--- config.mk ---
export PLATFORM = sky130hd
export DESIGN_NAME = arpc_ctrl
export DESIGN_NICKNAME = d
export VERILOG_FILES = /design/src/hw/rtl/arpc_pkg.sv /design/src/hw/rtl/arpc_ctrl.sv
export SDC_FILE = /design/constraint.sdc
export NUM_CORES = 1
export LEC_CHECK = 0
export ABC_AREA = 1
export BUFFER_PORTS_ARGS = -buffer_cell sky130_fd_sc_hd__buf_4
export CORE_AREA = 2 2 39 41
export CTS_CLUSTER_SIZE = 10
export DETAILED_ROUTE_END_ITERATION = 7
export DIE_AREA = 0 0 41 43
export PLACE_DENSITY = 0.51
export SKIP_CTS_REPAIR_TIMING = 1
export SLEW_MARGIN = 20
export SYNTH_ARGS = -nofsm -noshare
export SYNTH_HDL_FRONTEND = slang
export SYNTH_SLANG_ARGS = --single-unit
--- constraint.sdc ---
create_clock -name clk_i -period 2.17 [get_ports clk_i]
set_clock_uncertainty 0.2 [all_clocks]
set_input_delay 0.651 -clock clk_i [delete_from_list [all_inputs] [get_ports clk_i]]
set_output_delay 0.651 -clock clk_i [all_outputs]
set_load 0.1 [all_outputs]
--- src/hw/rtl/arpc_pkg.sv ---
// ----------------------------------------------------------------------------
// arpc_pkg: shared types and constants of the ARP cache
// Entry status and action codes, register indexes, beat payloads and the
// command/status bundles between the controller and the datapath.
// ----------------------------------------------------------------------------
package arpc_pkg;

  localparam int unsigned Entries    = 16;
  localparam int unsigned MaxResults = 16;
  localparam int unsigned CntW       = 5;   // holds 0..MaxResults

  localparam logic [15:0] OpRequest = 16'd1;
  localparam logic [15:0] OpReply   = 16'd2;

  localparam logic [47:0] MacBroadcast = 48'hFFFF_FFFF_FFFF;

  localparam logic [7:0] EntryTimeoutRst   = 8'd5;
  localparam logic [7:0] PendingTimeoutRst = 8'd3;
  localparam logic [7:0] MaxRetriesRst     = 8'd3;

  typedef enum logic [1:0] {
    CfgEntryTimeout   = 2'd0,
    CfgPendingTimeout = 2'd1,
    CfgMaxRetries     = 2'd2
  } cfg_idx_e;

  typedef enum logic [1:0] {
    StFree      = 2'd0,
    StOk        = 2'd1,
    StResolving = 2'd2
  } ent_st_e;

  typedef enum logic [2:0] {
    ActReply     = 3'd0,
    ActUnicast   = 3'd1,
    ActBroadcast = 3'd2,
    ActFreed     = 3'd3,
    ActFull      = 3'd4
  } act_e;

  typedef enum logic [1:0] {
    EmitTick  = 2'd0,
    EmitFull  = 2'd1,
    EmitReply = 2'd2
  } emit_sel_e;

  typedef enum logic [2:0] {
    CtlIdle  = 3'd0,
    CtlWalk  = 3'd1,
    CtlFull  = 3'd2,
    CtlReply = 3'd3,
    CtlFlush = 3'd4
  } ctl_state_e;

  typedef struct packed {
    logic        mode;
    logic [15:0] opcode;
    logic [31:0] src_ip;
    logic [47:0] src_mac;
  } in_t;

  typedef struct packed {
    logic [2:0]  action;
    logic [31:0] target_ip;
    logic [47:0] target_mac;
    logic [3:0]  slot;
    logic        last;
  } out_t;

  typedef struct packed {
    logic [31:0] ip;
    logic [47:0] mac;
    logic [7:0]  cnt;
    logic [7:0]  ret;
  } ent_t;

  typedef struct packed {
    logic      load;
    logic      step;
    logic      commit;
    logic      emit;
    emit_sel_e emit_sel;
    logic      flush;
  } ctl_cmd_t;

  typedef struct packed {
    logic in_walk;
    logic tick_mode;
    logic op_req;
    logic last_entry;
    logic found;
    logic tick_emit;
    logic emit_ok;
    logic walk_stall;
    logic hold_v;
    logic out_free;
  } dp_sts_t;

endpackage

--- src/hw/rtl/arpc_ctrl.sv ---
// ----------------------------------------------------------------------------
// arpc_ctrl: sequencing controller of the ARP cache
// Accepts an item, walks the table, issues the packet results and flushes
// the last held result with its last flag.
// ----------------------------------------------------------------------------
module arpc_ctrl (
  input  logic              clk_i,
  input  logic              rst_ni,
  input  logic              in_valid_i,
  output logic              in_ready_o,
  input  arpc_pkg::dp_sts_t sts_i,
  output arpc_pkg::ctl_cmd_t cmd_o
);

  arpc_pkg::ctl_state_e state_q, state_d;

  always_ff @(posedge clk_i or negedge rst_ni) begin
    if (!rst_ni) begin
      state_q <= arpc_pkg::CtlIdle;
    end else begin
      state_q <= state_d;
    end
  end

  always_comb begin
    state_d = state_q;
    case (state_q)
      arpc_pkg::CtlIdle: begin
        if (in_valid_i && sts_i.in_walk) begin
          state_d = arpc_pkg::CtlWalk;
        end
      end
      arpc_pkg::CtlWalk: begin
        if (!sts_i.walk_stall && sts_i.last_entry) begin
          if (sts_i.tick_mode) begin
            state_d = arpc_pkg::CtlFlush;
          end else if (!sts_i.found) begin
            state_d = arpc_pkg::CtlFull;
          end else if (sts_i.op_req) begin
            state_d = arpc_pkg::CtlReply;
          end else begin
            state_d = arpc_pkg::CtlFlush;
          end
        end
      end
      arpc_pkg::CtlFull: begin
        if (sts_i.emit_ok) begin
          state_d = sts_i.op_req ? arpc_pkg::CtlReply : arpc_pkg::CtlFlush;
        end
      end
      arpc_pkg::CtlReply: begin
        if (sts_i.emit_ok) begin
          state_d = arpc_pkg::CtlFlush;
        end
      end
      arpc_pkg::CtlFlush: begin
        if (!sts_i.hold_v || sts_i.out_free) begin
          state_d = arpc_pkg::CtlIdle;
        end
      end
      default: begin
        state_d = arpc_pkg::CtlIdle;
      end
    endcase
  end

  always_comb begin
    in_ready_o     = 1'b0;
    cmd_o          = '0;
    cmd_o.emit_sel = arpc_pkg::EmitTick;
    case (state_q)
      arpc_pkg::CtlIdle: begin
        in_ready_o = 1'b1;
        cmd_o.load = in_valid_i;
      end
      arpc_pkg::CtlWalk: begin
        cmd_o.step   = !sts_i.walk_stall;
        cmd_o.emit   = !sts_i.walk_stall && sts_i.tick_mode && sts_i.tick_emit;
        // The new entry is written on the final lookup cycle.
        cmd_o.commit = !sts_i.walk_stall && sts_i.last_entry && !sts_i.tick_mode &&
                       sts_i.found;
      end
      arpc_pkg::CtlFull: begin
        cmd_o.emit     = sts_i.emit_ok;
        cmd_o.emit_sel = arpc_pkg::EmitFull;
      end
      arpc_pkg::CtlReply: begin
        cmd_o.emit     = sts_i.emit_ok;
        cmd_o.emit_sel = arpc_pkg::EmitReply;
      end
      arpc_pkg::CtlFlush: begin
        cmd_o.flush = sts_i.hold_v && sts_i.out_free;
      end
      default: begin
        in_ready_o = 1'b0;
      end
    endcase
  end

endmodule

### Word-level counts from Yosys, hierarchy flattened

Index checks and enable logic that the tools add are counted.

| cells by class | value |
|---|---|
| add/subtract/negate cells | 0 |
| $mul | 0 |
| div/mod/pow operators | 0 |
| magnitude comparators | 0 |
| eq/ne operators | 9 |
| shift-type cells | 0 |
| multiplexer cells | 15 |
| bitwise gates (word level) | 0 |
| reductions and logical operators | 14 |

Operator list:

| kind | count |
|---|---|
| 3-bit 2-to-1 mux | 8 |
| 3-bit case mux with 5 select lines | 1 |
| 2-bit != test, second input constant | 5 |
| 1-bit logical AND | 7 |
| 3-bit by 2-bit == test with 1-bit output, second input constant | 2 |
| 5-bit AND reduction | 1 |
| 2-bit case mux with 2 select lines | 1 |
| 3-bit by 1-bit == test with 1-bit output, second input constant | 1 |
| 3-bit == test, second input constant | 1 |
| 1-bit zero test | 3 |
| 3-bit zero test | 1 |
| 1-bit 2-to-1 mux | 3 |
| 2-bit 2-to-1 mux | 1 |
| 1-bit case mux with 2 select lines | 1 |
| 2-bit OR reduction | 1 |
| 1-bit logical OR | 1 |

| word-level totals | value |
|---|---|
| register bits | 3 |
| bits in latches | 0 |
| RAM bits | 0 |
| ROM bits | 0 |
| output and inout port bits | 8 |
| memories kept | 0 |

### Depth between registers and ports, before layout

| depth | value |
|---|---|
| depth in word-level cells | 5 |
| gate-level depth with buffers | 7 |
| mapped depth without buffers | 7 |

### Worst setup path before layout

OpenSTA, ideal clock, no wires.

| timing path | value |
|---|---|
| path type | input to output |
| from | input port sts_i[2] in the netlist's numbering |
| to | output port cmd_o[4] in the netlist's numbering |
| data arrival time | 3.612 ns |
| required time | 1.319 ns |
| slack | -2.293 ns |
| stages on the path | 3 |
| buffers on the path | 0 |
| cells stage by stage | inv_1 nand2_1 nor4_1 |

RTL lines:

| item | line | RTL |
|---|---|---|
| from (decl) | arpc_ctrl.sv:11 | `input arpc_pkg::dp_sts_t sts_i,` |
| to (decl) | arpc_ctrl.sv:12 | `output arpc_pkg::ctl_cmd_t cmd_o` |

==> reports/results.txt <==
Combinational share of power -> 86.2%
Worst vdd ir -> 1135 uV
Mapped Area -> 364.1 um^2
Status -> complete, but fails checks
Crit Path Category -> in -> out
# diodes -> 0
GRT Overall Usage -> 15.29%
Placed cells -> 100
Die Ht -> 43 um
1st-pass router iterations -> 4
Worst Path Arrival -> 1.43 ns
Pleak -> 0.0004383 uW
Biggest registers after layout -> state_q x3
PwrDens -> 1655 nW/um^2
Post-placement worst setup slack -> -0.1579 ns
Vias in the first global route -> 456
Row cnt -> 14
Mapped Cells -> 55
Final Critical Period -> 2.285 ns
Clock power share -> 6.6%
Maximum root-to-sink buffer count -> 2
Clock latency at the later pin of the worst-skew pair -> 0.24 ns
Internal -> 689.6 uW
Critical path fanouts, max -> 2
Setup TNS -> -0.2247 ns
GRT Residual Overflow -> 0
Layout area overhead -> 148.5%
YS warnings -> 0
Commonest non-fill, non-tap cell in the layout -> buf_4
Post-route ant nets -> 0
Layout cells sized above 1 -> 69.47%
Sequential Power Share -> 7.2%
Clock slew at reported path FFs -> 0.03 ns
Routed wire length -> 1115 um
Port-buffer cells -> 20
Nature of the critical path startpoint -> input port
Final hold vios -> 0
Core ar. -> 1384 um^2
Die X -> 41 um
DRT iter0 DRCs -> 4
DR DRC count -> 0
RSZ-0062 raised after global routing -> true
Initial antenna violation count -> 0
Max-cap viol count -> 0
Worst setup EP type -> output pin
Via count -> 509
Seq/Total Area, Yosys -> 20.62%
Nets -> 109
Max-slew headroom -> 86.09%
Clock root buffer -> clkbuf_4
Fmax -> 437.6 MHz
Worst hold path type -> in -> reg
Fin cells -> 111
Routed WL per cell -> 10.05 um
Largest net degree at the start of global routing -> 6
First-pass GRT wire length -> 1807 um
Clock sink total -> 3
Largest register by flop count -> state_q
Via/cell ratio -> 4.586
Most frequent cells in the layout -> buf_4 (26), nand2_1 (11), buf_12 (8), nor2_4 (6)
Num ports -> 21
Die area -> 1763 um^2
Tcrit/Tclk final -> 105.3%
Slew Limit Fails -> 0
Post-DP HPWL -> 902 um
TritonCTS Buffers -> 3
Sw Ratio -> 53.95%
Worst setup margin -> -0.1150 ns
WP data required -> 1.32 ns
GP Congestion -> 0.8262
Net count after synthesis -> 68
Max FFs per register -> 3
CTS tree -> yes
Initial core utilization -> 26.31%
Netlist cell types -> 19
Violated checks -> negative setup slack
Setup-failing EPs final -> 4
Net load switching power -> 807.8 uW
Pin slew with the least headroom to its limit -> 0.2071 ns
Register bit count reported by yosys -> 3
Syn avg cell area -> 6.620 um^2
H-tree depth -> 1
-- cells in the mapped netlist, drive strengths merged --
cell type	instances	share of area (%)
buf	1	3.1
nor4	1	1.7
nand4	1	1.7
inv	10	10
nand2	16	19
o21bai	2	4.1
nand3	7	14
nor2	8	15
o21ai	1	1.4
o211ai	1	2.1
nor3	3	5.5
o31ai	1	2.1
dfrtp	3	21
-- critical path, stage by stage --
cell     delay (ns)
buf_4          0.15
inv_12         0.05
nand2_4        0.05
nor4_4         0.27
buf_6          0.26
-- power groups by stage --
stage	logic, uW	registers (uW)	clock network [uW]
floorplan	728	114	0
global placement	1020	113	0
detailed placement	1010	112	0
CTS	1020	111	104
global route	1370	112	106
finish	1290	108	98.8
-- stage by stage --
stage / total power, uW / hold slack, ns / area (um^2) / utilization, %
2_1_floorplan: 842.0 / 0.1554 / 460.4 / -
3_3_place_gp: 1129 / 0.2396 / 706.9 / 51.09
3_5_place_dp: 1126 / 0.2444 / 706.9 / 51.09
4_1_cts: 1233 / -0.01114 / 733.2 / 52.98
5_1_grt: 1586 / 0.5466 / 904.6 / 65.37
6_report: 1497 / 0.5137 / 904.6 / 65.37
-- routing by layer --
metal	GRT usage (%)	wire [um]	share of wire, %
met3	6.283	74	6.6
met4	6.000	0	0
met5	0	0	0
met2	23.44	614	55
met1	18.12	425	38
-- worst paths after layout --
path	slack (ns)	to	startpoint	depth (start not counted)
worst max-delay path	-0.11	cmd_o[4]	sts_i[2]	5
worst min-delay path	0.51	state_q[2]	sts_i[0]	4
worst max register to register	0.75	state_q[2]	state_q[0]	7
worst min register to register	0.54	state_q[2]	state_q[1]	4
max in group asynchronous	1.12	state_q[0]	rst_ni	2
min in group asynchronous	0.55	state_q[0]	rst_ni	2
-- layout make-up --
cell class              count  area, um^2
fillers                   131       479.2
repair buffers             37       387.9
multi-input cells          41       341.6
flip-flops and latches      3       76.32
inverters                  10       52.55
clock buffers               4       26.28
well taps                  16       20.02
-- cells by family after synthesis --
family	Yosys count	share of synthesized area [%]
AOI/OAI and AO/OA	5	9.621
DFF	3	20.62
and+or+nand+nor	36	56.36
buffers and inverters	11	13.40
Note: power is estimated with default switching activity, not from simulation.
