**config.mk**
```make
export PLATFORM = sky130hd
export DESIGN_NAME = arpc_dpath
export DESIGN_NICKNAME = d
export VERILOG_FILES = /design/src/hw/rtl/arpc_pkg.sv /design/src/hw/rtl/arpc_dpath.sv
export SDC_FILE = /design/constraint.sdc
export NUM_CORES = 2
export LEC_CHECK = 0
export ABC_AREA = 1
export CAP_MARGIN = 20
export CORE_ASPECT_RATIO = 1.75
export CORE_MARGIN = 2
export CORE_UTILIZATION = 54
export DETAILED_ROUTE_END_ITERATION = 6
export DONT_BUFFER_PORTS = 1
export MAX_ROUTING_LAYER = met4
export PLACE_DENSITY_LB_ADDON = 0.05
export SKIP_CTS_REPAIR_TIMING = 1
export SYNTH_ARGS = -nofsm -noshare
export SYNTH_HDL_FRONTEND = slang
export SYNTH_SLANG_ARGS = --single-unit
```
**constraint.sdc**
```tcl
create_clock -name clk_i -period 7.56 [get_ports clk_i]
set_input_delay 0.378 -clock clk_i [delete_from_list [all_inputs] [get_ports clk_i]]
set_output_delay 0.378 -clock clk_i [all_outputs]
set_load 0.01 [all_outputs]
```
**src/hw/rtl/arpc_pkg.sv**
```systemverilog
// ----------------------------------------------------------------------------
// arpc_pkg: shared types and constants of the ARP cache
// Entry status and action codes, register indexes, beat payloads and the
// command/status bundles between the controller and the datapath.
// ----------------------------------------------------------------------------
package arpc_pkg;

  localparam int unsigned Entries    = 16;
  localparam int unsigned MaxResults = 16;
  localparam int unsigned CntW       = 5;   // holds 0..MaxResults

  localparam logic [15:0] OpRequest = 16'd1;
  localparam logic [15:0] OpReply   = 16'd2;

  localparam logic [47:0] MacBroadcast = 48'hFFFF_FFFF_FFFF;

  localparam logic [7:0] EntryTimeoutRst   = 8'd5;
  localparam logic [7:0] PendingTimeoutRst = 8'd3;
  localparam logic [7:0] MaxRetriesRst     = 8'd3;

  typedef enum logic [1:0] {
    CfgEntryTimeout   = 2'd0,
    CfgPendingTimeout = 2'd1,
    CfgMaxRetries     = 2'd2
  } cfg_idx_e;

  typedef enum logic [1:0] {
    StFree      = 2'd0,
    StOk        = 2'd1,
    StResolving = 2'd2
  } ent_st_e;

  typedef enum logic [2:0] {
    ActReply     = 3'd0,
    ActUnicast   = 3'd1,
    ActBroadcast = 3'd2,
    ActFreed     = 3'd3,
    ActFull      = 3'd4
  } act_e;

  typedef enum logic [1:0] {
    EmitTick  = 2'd0,
    EmitFull  = 2'd1,
    EmitReply = 2'd2
  } emit_sel_e;

  typedef enum logic [2:0] {
    CtlIdle  = 3'd0,
    CtlWalk  = 3'd1,
    CtlFull  = 3'd2,
    CtlReply = 3'd3,
    CtlFlush = 3'd4
  } ctl_state_e;

  typedef struct packed {
    logic        mode;
    logic [15:0] opcode;
    logic [31:0] src_ip;
    logic [47:0] src_mac;
  } in_t;

  typedef struct packed {
    logic [2:0]  action;
    logic [31:0] target_ip;
    logic [47:0] target_mac;
    logic [3:0]  slot;
    logic        last;
  } out_t;

  typedef struct packed {
    logic [31:0] ip;
    logic [47:0] mac;
    logic [7:0]  cnt;
    logic [7:0]  ret;
  } ent_t;

  typedef struct packed {
    logic      load;
    logic      step;
    logic      commit;
    logic      emit;
    emit_sel_e emit_sel;
    logic      flush;
  } ctl_cmd_t;

  typedef struct packed {
    logic in_walk;
    logic tick_mode;
    logic op_req;
    logic last_entry;
    logic found;
    logic tick_emit;
    logic emit_ok;
    logic walk_stall;
    logic hold_v;
    logic out_free;
  } dp_sts_t;

endpackage

```
**src/hw/rtl/arpc_dpath.sv**
```systemverilog
// ----------------------------------------------------------------------------
// arpc_dpath: table, aging logic and result registers of the ARP cache
// Holds the entry memory and status flops, evaluates one entry per step and
// passes results through a hold register into the output register.
// ----------------------------------------------------------------------------
module arpc_dpath #(
  parameter int unsigned ENTRIES = arpc_pkg::Entries
) (
  input  logic               clk_i,
  input  logic               rst_ni,
  input  arpc_pkg::in_t      in_data_i,
  input  logic               cfg_we_i,
  input  logic [1:0]         cfg_idx_i,
  input  logic [7:0]         cfg_data_i,
  input  arpc_pkg::ctl_cmd_t cmd_i,
  output arpc_pkg::dp_sts_t  sts_o,
  output logic               out_valid_o,
  input  logic               out_ready_i,
  output arpc_pkg::out_t     out_data_o
);

  localparam int unsigned IW = (ENTRIES > 1) ? $clog2(ENTRIES) : 1;
  localparam logic [IW-1:0] LastIdx = IW'(ENTRIES - 1);

  // Configuration registers.
  logic [7:0] entry_to_q, pend_to_q, max_ret_q;

  always_ff @(posedge clk_i or negedge rst_ni) begin
    if (!rst_ni) begin
      entry_to_q <= arpc_pkg::EntryTimeoutRst;
      pend_to_q  <= arpc_pkg::PendingTimeoutRst;
      max_ret_q  <= arpc_pkg::MaxRetriesRst;
    end else if (cfg_we_i) begin
      case (cfg_idx_i)
        arpc_pkg::CfgEntryTimeout:   entry_to_q <= cfg_data_i;
        arpc_pkg::CfgPendingTimeout: pend_to_q  <= cfg_data_i;
        arpc_pkg::CfgMaxRetries:     max_ret_q  <= cfg_data_i;
        default: ;
      endcase
    end
  end

  // Item register.
  arpc_pkg::in_t in_q;

  always_ff @(posedge clk_i) begin
    if (cmd_i.load) begin
      in_q <= in_data_i;
    end
  end

  logic tick_mode, op_req;
  assign tick_mode = in_q.mode;
  assign op_req    = (in_q.opcode == arpc_pkg::OpRequest);

  // Walk index.
  logic [IW-1:0] idx_q, idx_d, rd_addr;
  logic          last_entry;

  assign last_entry = (idx_q == LastIdx);

  always_comb begin
    idx_d = idx_q;
    if (cmd_i.load) begin
      idx_d = '0;
    end else if (cmd_i.step) begin
      idx_d = last_entry ? '0 : idx_q + 1'b1;
    end
  end

  // The read address runs one entry ahead so that the registered read data
  // belongs to idx_q in the following cycle.
  assign rd_addr = idx_d;

  always_ff @(posedge clk_i or negedge rst_ni) begin
    if (!rst_ni) begin
      idx_q <= '0;
    end else begin
      idx_q <= idx_d;
    end
  end

  // Entry memory and status flops.
  arpc_pkg::ent_t   mem [ENTRIES];
  arpc_pkg::ent_t   rdata_q;
  arpc_pkg::ent_st_e st_q [ENTRIES];

  logic              mem_we;
  logic [IW-1:0]     wr_addr;
  arpc_pkg::ent_t    wr_ent, tick_ent;
  arpc_pkg::ent_st_e wr_st, tick_st, cur_st;

  always_ff @(posedge clk_i) begin
    if (mem_we) begin
      mem[wr_addr] <= wr_ent;
    end
    rdata_q <= mem[rd_addr];
  end

  always_ff @(posedge clk_i or negedge rst_ni) begin
    if (!rst_ni) begin
      for (int i = 0; i < ENTRIES; i++) begin
        st_q[i] <= arpc_pkg::StFree;
      end
    end else if (mem_we) begin
      st_q[wr_addr] <= wr_st;
    end
  end

  assign cur_st = st_q[idx_q];

  // Aging of one entry on a tick.
  logic [7:0]           cnt_dec, ret_dec;
  logic                 tick_emit;
  arpc_pkg::act_e       tick_act;
  logic [47:0]          tick_mac;

  assign cnt_dec = rdata_q.cnt - 8'd1;
  assign ret_dec = rdata_q.ret - 8'd1;

  always_comb begin
    tick_ent  = rdata_q;
    tick_st   = cur_st;
    tick_emit = 1'b0;
    tick_act  = arpc_pkg::ActUnicast;
    tick_mac  = rdata_q.mac;
    case (cur_st)
      arpc_pkg::StOk: begin
        tick_ent.cnt = cnt_dec;
        if (cnt_dec == 8'd0) begin
          tick_emit    = 1'b1;
          tick_st      = arpc_pkg::StResolving;
          tick_ent.cnt = pend_to_q;
        end
      end
      arpc_pkg::StResolving: begin
        tick_ent.cnt = cnt_dec;
        if (cnt_dec == 8'd0) begin
          tick_ent.ret = ret_dec;
          tick_emit    = 1'b1;
          if (ret_dec == 8'd0) begin
            tick_st  = arpc_pkg::StFree;
            tick_act = arpc_pkg::ActFreed;
          end else begin
            tick_act     = arpc_pkg::ActBroadcast;
            tick_mac     = arpc_pkg::MacBroadcast;
            tick_ent.cnt = pend_to_q;
          end
        end
      end
      default: begin
        tick_emit = 1'b0;
      end
    endcase
  end

  // Lookup: first matching entry and first free slot.
  logic          hit_v_q, hit_v_d, free_v_q, free_v_d;
  logic [IW-1:0] hit_idx_q, hit_idx_d, free_idx_q, free_idx_d, tgt_idx;
  logic          is_match, is_free, found;

  assign is_match = (cur_st == arpc_pkg::StOk || cur_st == arpc_pkg::StResolving) &&
                    (rdata_q.ip == in_q.src_ip);
  assign is_free  = (cur_st == arpc_pkg::StFree);

  always_comb begin
    hit_v_d    = hit_v_q;
    hit_idx_d  = hit_idx_q;
    free_v_d   = free_v_q;
    free_idx_d = free_idx_q;
    if (cmd_i.load) begin
      hit_v_d  = 1'b0;
      free_v_d = 1'b0;
    end else if (cmd_i.step && !tick_mode) begin
      if (is_match) begin
        if (!hit_v_q) begin
          hit_v_d   = 1'b1;
          hit_idx_d = idx_q;
        end
      end else if (is_free && !free_v_q) begin
        free_v_d   = 1'b1;
        free_idx_d = idx_q;
      end
    end
  end

  always_ff @(posedge clk_i or negedge rst_ni) begin
    if (!rst_ni) begin
      hit_v_q  <= 1'b0;
      free_v_q <= 1'b0;
    end else begin
      hit_v_q  <= hit_v_d;
      free_v_q <= free_v_d;
    end
  end

  always_ff @(posedge clk_i) begin
    hit_idx_q  <= hit_idx_d;
    free_idx_q <= free_idx_d;
  end

  assign found   = hit_v_d || free_v_d;
  assign tgt_idx = hit_v_d ? hit_idx_d : free_idx_d;

  // Single write port: aging write-back or the packet refresh.
  always_comb begin
    mem_we  = 1'b0;
    wr_addr = idx_q;
    wr_ent  = tick_ent;
    wr_st   = tick_st;
    if (cmd_i.commit) begin
      mem_we  = 1'b1;
      wr_addr = tgt_idx;
      wr_ent  = '{ip: in_q.src_ip, mac: in_q.src_mac, cnt: entry_to_q,
                  ret: max_ret_q};
      wr_st   = arpc_pkg::StOk;
    end else if (cmd_i.step && tick_mode) begin
      mem_we = 1'b1;
    end
  end

  // Result path: a held result goes out only once the next one (or the end
  // of the item) shows whether it is the last.
  arpc_pkg::out_t       new_res, hold_q, out_q, move_res;
  logic                 hold_v_q, out_v_q, out_v_d;
  logic [arpc_pkg::CntW-1:0] res_cnt_q;
  logic                 cap, keep, move, out_free, emit_ok;

  always_comb begin
    new_res.last = 1'b0;
    case (cmd_i.emit_sel)
      arpc_pkg::EmitTick: begin
        new_res.action     = tick_act;
        new_res.target_ip  = rdata_q.ip;
        new_res.target_mac = tick_mac;
        new_res.slot       = 4'(idx_q);
      end
      arpc_pkg::EmitFull: begin
        new_res.action     = arpc_pkg::ActFull;
        new_res.target_ip  = in_q.src_ip;
        new_res.target_mac = in_q.src_mac;
        new_res.slot       = 4'd0;
      end
      default: begin
        new_res.action     = arpc_pkg::ActReply;
        new_res.target_ip  = in_q.src_ip;
        new_res.target_mac = in_q.src_mac;
        new_res.slot       = found ? 4'(tgt_idx) : 4'd0;
      end
    endcase
  end

  assign cap      = (res_cnt_q == arpc_pkg::CntW'(arpc_pkg::MaxResults));
  assign out_free = !out_v_q || out_ready_i;
  assign emit_ok  = cap || !hold_v_q || out_free;
  assign keep     = cmd_i.emit && !cap;
  assign move     = (keep && hold_v_q) || cmd_i.flush;

  always_comb begin
    out_v_d = out_v_q && !out_ready_i;
    if (move) begin
      out_v_d = 1'b1;
    end
  end

  always_comb begin
    move_res      = hold_q;
    move_res.last = cmd_i.flush;
  end

  always_ff @(posedge clk_i or negedge rst_ni) begin
    if (!rst_ni) begin
      hold_v_q  <= 1'b0;
      out_v_q   <= 1'b0;
      res_cnt_q <= '0;
    end else begin
      out_v_q <= out_v_d;
      if (cmd_i.load) begin
        res_cnt_q <= '0;
      end else if (keep) begin
        res_cnt_q <= res_cnt_q + 1'b1;
      end
      if (keep) begin
        hold_v_q <= 1'b1;
      end else if (cmd_i.flush) begin
        hold_v_q <= 1'b0;
      end
    end
  end

  always_ff @(posedge clk_i) begin
    if (keep) begin
      hold_q <= new_res;
    end
    if (move) begin
      out_q <= move_res;
    end
  end

  assign out_valid_o = out_v_q;
  assign out_data_o  = out_q;

  assign sts_o.in_walk    = in_data_i.mode || (in_data_i.opcode == arpc_pkg::OpRequest) ||
                            (in_data_i.opcode == arpc_pkg::OpReply);
  assign sts_o.tick_mode  = tick_mode;
  assign sts_o.op_req     = op_req;
  assign sts_o.last_entry = last_entry;
  assign sts_o.found      = found;
  assign sts_o.tick_emit  = tick_emit;
  assign sts_o.emit_ok    = emit_ok;
  assign sts_o.walk_stall = tick_mode && tick_emit && !emit_ok;
  assign sts_o.hold_v     = hold_v_q;
  assign sts_o.out_free   = out_free;

endmodule

```
-- Yosys cells after proc, flatten, opt, wreduce, memory -nomap -nowiden
Memories as Yosys holds them, arrays and structs flattened. A register that Yosys moved wholly into a read port is not among the register bits.
Cells that the tools add are included.
- word-level logic and storage cells: 153
- output and inout bits: 99
- memories: 1
- bits of input ports: 118
- bits in registers: 349
- RAM bits: 1536
- memories (memory ; words ; width ; rd ports ; clocked after memory_dff ; write ports ; line ; source):
    mem ; 16 ; 96 ; 1 ; 1 ; 1 ; arpc_dpath.sv:84 ; arpc_pkg::ent_t mem [ENTRIES];
- muxes and demuxes: 56
- bitwise gates (word level): 2
- eq/ne operators: 11
- reduce and logical (&&, ||, !) cells: 36
- add/sub/neg operators: 4
- magnitude comparators: 3
- operator list (operator ; count):
    case mux 87 bit (2 select lines) ; 1
    2-to-1 mux 48 bit ; 3
    2-to-1 mux 96 bit ; 1
    2-to-1 mux 4 bit ; 14
    bitwise mux 32 bit ; 1
    == test 16 x 1 -> 1 bit (second input constant) ; 2
    == test 32 bit ; 1
    2-to-1 mux 8 bit ; 3
    2-to-1 mux 1 bit ; 17
    == test 16 x 2 -> 1 bit (second input constant) ; 1
    zero test 8 bit ; 2
    2-to-1 mux 16 bit ; 1
    case mux 8 bit (2 select lines) ; 1
    subtractor 8 x 1 -> 8 bit (second input constant) ; 2
    2-to-1 mux 2 bit ; 7
    >= comparator 5 bit (second input constant) ; 2
    logical AND 1 bit ; 10
    2-to-1 mux 5 bit ; 2
    NOT 4 -> 5 bit ; 2
    binary-select mux 2 bit (select 4 bit) ; 1
    demux 2 bit (select 4 bit) ; 1
    logical OR 1 bit ; 8
    zero test 1 bit ; 7
    == test 2 x 1 -> 1 bit (second input constant) ; 3
    12 further kinds ; 19

-- Logic depth before layout (Yosys ltp)
- depth in word-level cells: 18
- gate-level depth with buffers: 27
- depth with buffers taken out: 23

-- Worst setup path before layout
OpenSTA, ideal clock, no wires.
- path kind: register -> register
- start: register res_cnt_q[0] (netlist bit)
- end: register out_q, in the netlist out_data_o[0] (enable)
- library setup time: 0.658 ns
- setup slack: -0.268 ns
- cell stages (with the launch flop): 7
- buffers on the path: 1
- required time: 6.902 ns
- clock period less this slack: 7.828 ns
- arrival: 7.170 ns
- path through: dfrtp_1 inv_1 ha_1 nand4_1 nand2_1 clkbuf_1 o21ai_0
- cells in the longest elaborated chain, start to end: 5
- ends and longest elaborated chain (element ; line ; source):
    start, declared ; arpc_dpath.sv:226 ; logic [arpc_pkg::CntW-1:0] res_cnt_q;
    start signal, assigned ; arpc_dpath.sv:281 ; res_cnt_q <= res_cnt_q + 1'b1;
    == test 5 bit ; arpc_dpath.sv:253 ; assign cap = (res_cnt_q == arpc_pkg::CntW'(arpc_pkg::MaxResults));
    zero test 1 bit ; arpc_dpath.sv:256 ; assign keep = cmd_i.emit && !cap;
    logical AND 1 bit ; arpc_dpath.sv:256 ;
    logical AND 1 bit ; arpc_dpath.sv:257 ; assign move = (keep && hold_v_q) || cmd_i.flush;
    logical OR 1 bit ; arpc_dpath.sv:257 ;
    via move ; arpc_dpath.sv:227 ; logic cap, keep, move, out_free, emit_ok;
    end signal, assigned ; arpc_dpath.sv:296 ; out_q <= move_res;
    end, declared ; arpc_dpath.sv:224 ; arpc_pkg::out_t new_res, hold_q, out_q, move_res;
The timed path passes the listed nets, and every way through them passes these cells.
A chain may end at the register's enable or synchronous reset.

-- Worst setup path in the final report
- start: register idx_q[0]
- end: memory mem[13][87] (netlist bit) (enable)
- cells in the longest elaborated chain, start to end: 12
- elaborated cells on any way between the ends: 23
- classes of those cells: eq/ne (2); mux (16); bitwise (1); reduce/logical (4)
- ends and longest elaborated chain (element ; line ; source):
    start, declared ; arpc_dpath.sv:57 ; logic [IW-1:0] idx_q, idx_d, rd_addr;
    start signal, assigned ; arpc_dpath.sv:79 ; idx_q <= idx_d;
    NOT 4 -> 5 bit (implied by the code) ; arpc_dpath.sv:110 ; assign cur_st = st_q[idx_q];
    binary-select mux 2 bit (select 4 bit) ; arpc_dpath.sv:110 ;
    2-to-1 mux 2 bit (implied by the code) (2 in series) ; arpc_dpath.sv:110 ;
    zero test 2 bit (tied with other cells) ; arpc_dpath.sv:164 ; assign is_free = (cur_st == arpc_pkg::StFree);
    logical AND 1 bit / logical OR 1 bit (equally long branches) ; arpc_dpath.sv:180, arpc_dpath.sv:162 ;
    2-to-1 mux 4 bit / logical AND 1 bit (equally long branches) ; arpc_dpath.sv:180, arpc_dpath.sv:162 ;
    2-to-1 mux 4 bit / 2-to-1 mux 1 bit (equally long branches) ; arpc_dpath.sv:175 ; if (is_match) begin
    2-to-1 mux 4 bit / 2-to-1 mux 1 bit (equally long branches) ; arpc_dpath.sv:174 ; end else if (cmd_i.step && !tick_mode) begin
    2-to-1 mux 4 bit / 2-to-1 mux 1 bit (equally long branches) ; arpc_dpath.sv:171 ; if (cmd_i.load) begin
    2-to-1 mux 4 bit ; arpc_dpath.sv:203 ; assign tgt_idx = hit_v_d ? hit_idx_d : free_idx_d;
    2-to-1 mux 4 bit (*) ; arpc_dpath.sv:211 ; if (cmd_i.commit) begin
    end, declared ; arpc_dpath.sv:84 ;
Every way passes the cells marked *; elsewhere a longest branch is shown, timed or not. The select of a mux whose other input is x is not followed.

==> impl_metrics.csv <==
group,metric,value,unit
route,post_drt_wl_per_cell,26.50,µm
floorplanning,core_area,0.1405,mm²
synthesis,yosysSeqAreaShare,0.7617,
cts,clock-sinks,1981,
cells_and_area,num-nets-final,5889,
synthesis,yosys.cell_types.count,44,
global_routing,grt_pass1_vias,45675,
global_routing,grt_overflow,0,
sta,slew_headroom,0.2882,
synthesis,avgSynthCellArea,13.29,µm²
route,vias,46940,
synthesis,synth_cells,5742,
placed_design,io_buffers,0,
min_path,hold_class,"in -> reg",
pwr,p_per_area,299.9,mW/mm²
cts,clk_pin_slew,0.06,ns
setup_path,crit_path_max_fanout,54,
setup_path,critPathKind,"reg -> reg",
setup_path,required,8.05,ns
sta,skew,0.02375,ns
pwr,p_leak,28.94,nW
floorplanning,die_y,501.2,µm
cts,cts_max_level,4,
setup_path,crit_path_start_kind,"register",
status,violations,"negative hold slack",
sta,maxSlewViolCount,0,
sta,rsz0062_at_grt,"no",
global_routing,grt_max_degree,185,
pwr,p_clk_frac,0.349,
sta,tns,0,ns
pwr,p_switching,6.593,mW
synthesis,yosys_warnings,0,
synthesis,ys.flop_type,"edfxtp_1",
cells_and_area,fill_cells,10805,
cts,cts_buffer_depth,3,
setup_path,cp-end-kind,"register",
route,vias_per_cell,6.054,
cells_and_area,final_common_cell,"edfxtp_1",
route,drt-pass1-iter-count,6,
placed_design,routabilityCongestion,0.9036,
pwr,peakVddDrop,0.0002523,V
synthesis,syn_area,0.07629,mm²
cells_and_area,multi_input_area,0.01585,mm²
cells_and_area,syn_to_final_growth,11.54,%
sta,hold_slack,-0.002172,ns
pwr,power.internal,18.92,mW
cts,root_buffer,"clkbuf_16",
floorplanning,die_w,288.1,µm
cts,tritoncts,"yes",
cells_and_area,most-common-layout-cells,"edfxtp_1 (1808), o21ai_0 (941), nor2_1 (831), nand2_1 (585), o22ai_1 (246)",
floorplanning,dieArea,0.1444,mm²
cts,clkLatencyLatePin,0.82,ns
floorplanning,rows,182,
placed_design,dpl.hpwl,114.8,mm
global_routing,grt_pass1_wl,301.2,mm
cells_and_area,drive_gt1_frac,0.07412,
global_routing,grt_use_total,0.2918,
route,drtIter0Drc,5132,
route,routed_wl,205.5,mm
setup_path,reg2reg_slack,1.21,ns
setup_path,worstPathArrival,6.83,ns
synthesis,synth-edff-count,1808,
pwr,seqPwrFrac,0.533,
sta,setup_viol,0,
route,ant_nets,0,
route,drc,0,
synthesis,ys_ff_latch,1981,
pwr,combPwrFrac,0.118,
synthesis,async_flop_share,0.03483,
global_routing,antenna_found_initial,5,
placed_design,dp.cells,7307,
sta,fin_crit_sh,0.8396,
synthesis,syn_nets,5870,
sta,max_freq,157.6,MHz
run,drv_cap,0,
sta,final_hold_viol_count,1,
sta,final.min_clock_period,6.347,ns
floorplanning,initial_core_util,0.5429,
status,status,"complete, but fails checks",
cells_and_area,register_area,0.05811,mm²
floorplanning,pin_count,217,
pwr,swShare,0.2584,
sta,tightest_slew,1.068,ns
cells_and_area,instances_no_fill,7753,
cts,cts_buffers,175,
==> critical path, cell delays in order (launching register included) <==
cell     delay [ns]
dfrtp_1        0.79
inv_1          0.52
o21ai_0        0.29
o22ai_1        0.10
a22o_1         0.23
a31oi_1        0.34
ha_1           0.44
inv_4          0.16
a21oi_2        0.13
nand2_1        0.07
nor2_2         0.12
nand2_1        0.08
nor2_2         0.13
nand3_2        0.18
nand2_2        0.16
nand2_1        0.08
nand3_1        0.11
nand2_1        0.08
nand2_1        0.06
nand2_1        0.06
nor2_2         0.49
nand2_1        0.27
inv_6          0.71
buf_4          0.41
==> registers in the layout, indices dropped and copies added (netlist names), 8 cells and up <==
| signal | cells |
|---|---|
| rdata_q | 96 |
| out_data_o | 88 |
| mem | 1536 |
| entry_to_q | 8 |
| pend_to_q | 8 |
| in_q | 96 |
| hold_q | 87 |
| st_q | 32 |
| max_ret_q | 8 |
==> area by class of cell <==
type / instances / share of cell area
Tap cell: 1840 / 0.02706
Sequential cell: 1981 / 0.6829
Inverter: 209 / 0.01057
Clock buffer: 240 / 0.05650
Antenna cell: 4 / 0.0001176
Timing Repair Buffer: 231 / 0.02697
Clock inverter: 85 / 0.009632
Multi-Input combinational cell: 3163 / 0.1862
==> power groups by stage <==
stage	registers, mW	logic (mW)	clock network (mW)
global placement	13.8	2.89	0
CTS	13.6	2.94	9.02
global route	13.7	3.31	9.42
floorplan	13.7	1.81	0
detailed placement	13.8	2.93	0
finish	13.6	3.02	8.90
==> synth_stat cells, types with 10 or more instances <==
cell type / number / area share
dfxtp_1: 104 / 0.027
a21oi_1: 15 / 0.00098
ha_1: 10 / 0.0016
o211ai_1: 177 / 0.017
inv_1: 199 / 0.0098
xnor2_1: 12 / 0.0014
edfxtp_1: 1808 / 0.71
nor3_1: 10 / 0.00066
nor2_2: 10 / 0.00082
nand4_1: 10 / 0.00082
o22ai_1: 246 / 0.020
buf_1: 16 / 0.00079
o221ai_1: 195 / 0.022
nand2_1: 587 / 0.029
o21ai_0: 951 / 0.062
buf_4: 17 / 0.0017
buf_2: 49 / 0.0032
clkbuf_1: 306 / 0.015
nand3_1: 62 / 0.0041
nor2_1: 832 / 0.041
dfrtp_1: 63 / 0.021
==> metal layers <==
layer / GRT usage / wire [µm]
met1: 0.3783 / 83090
met2: 0.4776 / 103300
met3: 0.04432 / 13190
met4: 0.09005 / 5867
met5: - / 0
==> cells by family after synthesis <==
group                    count (synthesis)  share of synthesized area
flip-flops                            1981                     0.7617
buffers and inverters                  598                    0.03120
AO/OA/AOI/OAI                         1596                     0.1245
AND/OR/NAND/NOR                       1537                    0.07863
XOR/XNOR                                20                   0.002296
adder cells (fa/ha/maj)                 10                   0.001640
==> worst paths after layout <==
check,from,endpoint,cells after the start
min reg2reg,hold_q[32],out_data_o[32],0
max reg2reg,idx_q[0],mem[13][87],23
max in group asynchronous,rst_ni,max_ret_q[0],2
min in group asynchronous,rst_ni,hit_v_q,2
max,idx_q[0],mem[13][87],23
min,cfg_data_i[6],pend_to_q[6],2
==> through the flow <==
stage | setup slack [ns] | hold WS (ns) | power (mW) | util | cell area (µm²)
after floorplan | 2.105 | 0.08241 | 15.53 | - | 76290
after global placement | 1.315 | 0.08589 | 16.72 | 0.5569 | 78240
after detailed placement | 1.223 | 0.08898 | 16.76 | 0.5569 | 78250
after CTS | 1.199 | -0.7871 | 25.56 | 0.5970 | 83880
after global routing | 0.6302 | 0.004387 | 26.40 | 0.6056 | 85080
final | 1.213 | -0.002172 | 25.52 | 0.6056 | 85090
Note: power is estimated with default switching activity, not from simulation.
